## src/rtl/polygon_kernel_test_assert.svh

```systemverilog
// assertion macros used by the polygon kernel clipping engine
`ifndef POLYGON_KERNEL_TEST_ASSERT_SVH
`define POLYGON_KERNEL_TEST_ASSERT_SVH

// same-cycle implication, clocked on clk and quiet while in reset
`define PK_ASSERT_NOW(lbl, ante, cons, msg) \
	lbl: assert property (@(posedge clk) disable iff (!arst_n) (ante) |-> (cons)) \
		else $error(msg);

// next-cycle implication
`define PK_ASSERT_NEXT(lbl, ante, cons, msg) \
	lbl: assert property (@(posedge clk) disable iff (!arst_n) (ante) |=> (cons)) \
		else $error(msg);

`endif

```

## src/rtl/pk_pkg.sv

```systemverilog
// shared types and constants of the polygon kernel block
package pk_pkg;

	localparam int MAX_VERTICES_DEF = 128;
	localparam int WORK_DEPTH_DEF   = 256;

	localparam int COORD_W   = 16;
	localparam int PT_W      = 32;
	localparam int FRAC_W    = 16;
	localparam int SIDE_W    = 52;
	localparam int MAG_W     = 52;
	localparam int DEN_W     = 31;
	localparam int NUM_W     = 64;
	localparam int JOB_CNT_W = 11;
	localparam int CNT_OUT_W = 9;

	typedef struct packed {
		logic signed [COORD_W-1:0] x;
		logic signed [COORD_W-1:0] y;
	} vertex_t;

	typedef struct packed {
		logic                 bank;
		logic [JOB_CNT_W-1:0] count;
		logic                 dropped;
	} job_t;

	typedef struct packed {
		logic valid;
		logic bank;
	} release_t;

endpackage

```

## src/rtl/pk_div.sv

```systemverilog
// bit-serial signed divider, quotient truncated toward zero
module pk_div (
	input  logic                              clk,
	input  logic                              arst_n,
	input  logic                              start,
	input  logic signed [pk_pkg::NUM_W-1:0]   num,
	input  logic        [pk_pkg::DEN_W-1:0]   den,
	output logic                              busy,
	output logic                              done,
	output logic signed [pk_pkg::PT_W-1:0]    quo
);
	import pk_pkg::*;

	localparam int MQ_W  = NUM_W - 1;
	localparam int CNT_W = $clog2(MQ_W + 1);

	logic             busy_q, done_q, neg_q;
	logic [CNT_W-1:0] cnt_q;
	logic [DEN_W-1:0] rem_q, den_q;
	logic [MQ_W-1:0]  nq_q;
	logic [NUM_W-1:0] num_mag;
	logic [DEN_W:0]   rem_sh;
	logic             ge;

	assign num_mag = num[NUM_W-1] ? NUM_W'(-num) : NUM_W'(num);
	assign rem_sh  = {rem_q, nq_q[MQ_W-1]};
	assign ge      = (rem_sh >= {1'b0, den_q});

	always_ff @(posedge clk) begin
		if (start) begin
			neg_q <= num[NUM_W-1];
			nq_q  <= num_mag[MQ_W-1:0];
			rem_q <= '0;
			den_q <= den;
		end else if (busy_q) begin
			rem_q <= ge ? DEN_W'(rem_sh - {1'b0, den_q}) : DEN_W'(rem_sh);
			nq_q  <= {nq_q[MQ_W-2:0], ge};
		end
	end

	always_ff @(posedge clk or negedge arst_n) begin
		if (!arst_n) begin
			busy_q <= 1'b0;
			done_q <= 1'b0;
			cnt_q  <= '0;
		end else begin
			done_q <= 1'b0;
			if (start) begin
				busy_q <= 1'b1;
				cnt_q  <= CNT_W'(MQ_W);
			end else if (busy_q) begin
				cnt_q <= cnt_q - 1'b1;
				if (cnt_q == CNT_W'(1)) begin
					busy_q <= 1'b0;
					done_q <= 1'b1;
				end
			end
		end
	end

	assign busy = busy_q;
	assign done = done_q;
	assign quo  = neg_q ? -$signed(nq_q[PT_W-1:0]) : $signed(nq_q[PT_W-1:0]);

endmodule

```

## config.mk

```make
export PLATFORM = sky130hd
export DESIGN_NAME = pk_div
export DESIGN_NICKNAME = d
export VERILOG_FILES = /design/src/rtl/polygon_kernel_test_assert.svh /design/src/rtl/pk_pkg.sv /design/src/rtl/pk_div.sv
export SDC_FILE = /design/constraint.sdc
export NUM_CORES = 1
export LEC_CHECK = 0
export ABC_AREA = 1
export ABC_CLOCK_PERIOD_IN_PS = 6800
export BUFFER_PORTS_ARGS = -buffer_cell sky130_fd_sc_hd__buf_2
export CORE_MARGIN = 8
export CORE_UTILIZATION = 48
export CTS_CLUSTER_DIAMETER = 80
export DETAILED_ROUTE_END_ITERATION = 8
export GPL_ROUTABILITY_DRIVEN = 0
export PLACE_DENSITY = 0.75
export SLEW_MARGIN = 15
export SYNTH_ARGS = -nofsm -noshare
export SYNTH_HDL_FRONTEND = slang
export SYNTH_SLANG_ARGS = --single-unit
```

## constraint.sdc

```tcl
create_clock -name clk -period 6.8 [get_ports clk]
set_input_delay 0.34 -clock clk [delete_from_list [all_inputs] [get_ports clk]]
set_output_delay 0.34 -clock clk [all_outputs]
set_load 0.05 [all_outputs]
```

; After elaboration in Yosys (flattened, before gate mapping)
; Cells that the tools add are included.
[word_totals]
in_bits = 98
register_bits = 134
wordCells = 27
[classes]
add_sub_neg = 4
n_lt_le_gt_ge = 1
n_mux = 13
n_eq_ne = 1
n_reduce_logical = 1
[ops]
columns = operator, n
row1 = 63-bit two-way mux, 3
row2 = 63-bit negation, 1
row3 = 32-bit by 31-bit >= comparator with 1-bit output, 1
row4 = 32-bit two-way mux, 1
row5 = 32-bit negation, 1
row6 = 31-bit two-way mux, 1
row7 = 31-bit subtractor, 1
row8 = 6-bit two-way mux, 2
row9 = 6-bit by 1-bit == test with 1-bit output (second input constant), 1
row10 = 1-bit two-way mux, 6
row11 = 6-bit by 1-bit subtractor with 6-bit output (second input constant), 1
row12 = 2-bit nonzero test, 1

; Logic depth before layout (Yosys ltp)
[depth]
depth_word = 4
ltp_mapped = 17
ltp_nobuf = 16

; Worst setup path before layout
; OpenSTA, ideal clock, no wires.
[synth_path]
kind = register to register
startpoint = reg busy_q (netlist: busy)
endpoint = reg nq_q[0] (enable)
required_time_ns = 6.347
synth_period_minus_slack_ns = 3.326
t_arrival_ns = 2.873
path_buffers = 1
path_stages_with_launch = 4
path_slack_ns = 3.474
setup_ns = 0.453
cell_sequence = dfrtp_1 > nor2_1 > inv_1 > clkbuf_1
[synth_between]
elab_chain_cells = 1
[synth_lines]
columns = item, line_no
row1 = from (decl), pk_div.sv:17  ; logic busy_q, done_q, neg_q;
row2 = from (signal assigned), pk_div.sv:43  ; busy_q <= 1'b0;
row3 = from (signal assigned), pk_div.sv:49  ; busy_q <= 1'b1;
row4 = from (signal assigned), pk_div.sv:54  ; busy_q <= 1'b0;
row5 = 2-bit nonzero test (no line), --
row6 = to (signal assigned), pk_div.sv:32  ; nq_q <= num_mag[MQ_W-1:0];
row7 = to (signal assigned), pk_div.sv:37  ; nq_q <= {nq_q[MQ_W-2:0], ge};
row8 = to (decl), pk_div.sv:20  ; logic [MQ_W-1:0] nq_q;
; No other way between the ends.
; A chain may end at the register's enable or synchronous reset.

; Final worst setup path
[layout_path]
startpoint = reg nq_q[0]
endpoint = out quo[22] (netlist name)
[layout_between]
elab_chain_cells = 2
[layout_lines]
columns = item, line_no
row1 = 32-bit negation, pk_div.sv:63  ; assign quo = neg_q ? -$signed(nq_q[PT_W-1:0]) : $signed(nq_q[PT_W-1:0]);
row2 = 32-bit two-way mux, pk_div.sv:63
row3 = to (decl), pk_div.sv:10  ; output logic signed [pk_pkg::PT_W-1:0] quo
; No other way between the ends.

==> results.md <==
* Final nets at 1989
* Initial Utilization at 0.484
* Post-Route Setup TNS at 0 ps
* CTS Root Cell: clkbuf_16
* VDD IR-drop max at 0.166 mV
* Post-CTS Repair Setup Buffers at 0
* Die X at 169 um
* Syn Area/Cell at 6.47 um2
* Buffers on Ports at 131
* DP Cell Count at 2154
* Pwr dens at 314 nW/um2
* Die Y at 169 um
* Count of cell types in the netlist at 47
* Htree depth at 4
* Max Freq at 323 MHz
* Post_cts resized at 0
* Leakage at 0.00644 uW
* Main synth FF type: edfxtp_1
* Tot GR Track Use at 0.226
* Clk pwr share at 0.240
* Commonest non-fill, non-tap cell in the layout: nand2_1
* Die ar. at 28600 um2
* Worst slew pin tran at 955 ps
* I/O pin total at 132
* Critical Path Start Type: flop
* Vias at 11400
* Combinational power share at 0.476
* Largest net degree at the start of global routing at 76
* Number of synthesized flops with an enable pin at 95
* Post-Synthesis Cells at 1742
* DR pass1 iterations at 7
* Outcome: finished, final reports clean
* Final Core Density at 0.549
* Post-synthesis sequential area ratio at 0.326
* CTS clock-pin slew for the worst setup and hold paths at 60 ps
* Fillcell total at 2320
* Clk_lat worst skew at 440 ps
* Finished Layout Cells at 2191
* Core ar. at 23300 um2
* Clock skew at 10.9 ps
* Average wire per standard cell at 14.6 um
* Fin. Hold Viols at 0
* Switch Pwr at 1760 uW
* Pins Over Slew Limit at 0
* First-pass GRT wire length at 52.8 mm
* Congestion Overflow GR at 0
* Routed WL at 31.9 mm
* Rel. slew slack at 0.363
* 1st-iter DRT viols at 1019
* CTS tree: done
* #FFs+latches synth at 134
* Multi-input logic area at 6300 um2
* Hpwl dp at 24.5 mm
* Arr. time, crit path at 2750 ps
* Final ANT Viol Nets at 0
* Ys async rst share at 0.0597
* Switch share at 0.439
* Int Power at 2250 uW
* Layout cells sized above 1 at 0.123
* Crit share post-route at 0.455
* RSZ-0062 raised after global routing: false
* CTS max path bufs at 2
* Initial antenna violation count at 3
* Kind of critical path: reg2out
* Worst hold margin at 79.1 ps
* Syn nets at 1876
* Commonest non-fill, non-tap cells in the layout: 597 x nand2_1, 273 x inv_1, 179 x nand3_1
* CP Capture Type: output port
* Number of global-route vias before repair at 11000
* Total of max-cap violations at 0
* Num CTS Buffers at 17
* Mapped cell area at 11300 um2
* Endpoints failing setup at 0
* Min Tclk post-route at 3090 ps
* Clk sink count at 134
* Synth-to-Final Area Change at 13.4%
* Vias per inst at 5.22
* Sequential Power Share at 0.283
* DRC viols at 0
* Rows at 56
* Reg area at 3670 um2
* Worst hold path class: in2reg
* CP Data Required Time at 6460 ps
* Syn. warnings at 0
* Max FO, Critical Path at 4
registers in the layout (all words and copies together), names as in the netlist:
register	flops
nq_q	63
den_q	31
rem_q	31
cnt_q	6
busy	1
done	1
neg_q	1
through the flow:
stage | area [um2] | power, uW | worst slack [ps]
after global placement | 12200 | 3000 | 3910
final | 12800 | 4010 | 3710
after global routing | 12800 | 4330 | 3540
after floorplan | 11300 | 2630 | 3470
after detailed placement | 12200 | 3040 | 3890
after CTS | 12800 | 4020 | 3750
final timing paths:
check / startpoint / end / slack (ps) / cells after the start
worst max-delay path: nq_q[0]$_DFFE_PP_ / quo[22] / 3710 / 12
worst min-delay path: den[21] / den_q[21]$_DFFE_PP_ / 80 / 1
worst max register to register: den_q[0]$_DFFE_PP_ / rem_q[8]$_SDFFE_PP0P_ / 4100 / 14
worst min register to register: rem_q[15]$_SDFFE_PP0P_ / rem_q[15]$_SDFFE_PP0P_ / 470 / 2
max in group asynchronous: arst_n / busy$_DFF_PN0_ / 6360 / 2
min in group asynchronous: arst_n / done$_DFF_PN0_ / 270 / 2
per-layer routing:
metal,GRT usage,vias to the layer above,wire [um]
li1,-,5753,-
met1,0.280,5190,13700
met2,0.378,422,15000
met3,0.0468,82,2200
met4,0.0954,0,1070
met5,0,-,0
power by group through the flow:
stage	combinational (uW)	clock [uW]	sequential, uW
6_report	1910	964	1140
5_1_grt	2160	1010	1150
4_1_cts	1910	980	1140
3_5_place_dp	1890	0	1150
3_3_place_gp	1860	0	1140
2_1_floorplan	1520	0	1120
cells by family (layout without fill, tap and decap cells):
group	Yosys count	count (layout)	synth area share
AOI/OAI and AO/OA	121	121	0.0597
xor gates and xnor gates	66	66	0.0513
adders and majority gates	36	36	0.0406
buffers and inverters	331	457	0.115
DFF	134	134	0.326
other	0	4	0
and+or+nand+nor	1054	1054	0.407
layout make-up:
type,instances,area share
timing repair buffer,138,0.0558
inverter,287,0.0843
tap,319,0.0312
antenna,4,0.000783
clock buffer,18,0.0336
sequential,134,0.287
clock inverter,14,0.0138
multi-input combinational,1277,0.493
Yosys cell counts (3+ instances only):
cell type  instances  area share
nand3b_1          17       0.011
nor2_4             7      0.0070
o21ai_1           16      0.0071
nor3_1            16      0.0071
xnor2_1           16       0.012
dfxtp_1           31       0.055
nor2_1           156       0.052
buf_1              3      0.0010
ha_1              35       0.039
clkinv_1           5      0.0017
nor2_2            11      0.0061
buf_6              4      0.0040
xor2_1            50       0.039
nand2_2           16      0.0089
inv_2              7      0.0023
dfrtp_1            8       0.018
nand2_1          597        0.20
nor4_1             4      0.0022
buf_4              4      0.0027
o211ai_1           7      0.0047
a21oi_1           24       0.011
nand3_1          179       0.080
nand2_4            3      0.0030
inv_1            275       0.092
nand4_1           34       0.019
edfxtp_1          95        0.25
a31oi_1            8      0.0044
buf_2              7      0.0031
clkbuf_1          26      0.0087
o21ai_0           58       0.026
worst max-delay path, stage by stage, from the launching register on:
cell      delay (ps)
edfxtp_1         460
inv_1            160
ha_1             200
nand4_1          210
nor3_2           280
nand2_1          160
nor2_1           200
nand2_1           70
nand2_1          120
o21ai_0          120
nand2_1           90
nand2_1           40
buf_2            210
timing repair:
item	in CTS	in global routing
hold buffers	1	0
endpoints found under the setup margin	0	0
hold endpoints to repair	8	0
(Power assumes the default switching activity.)
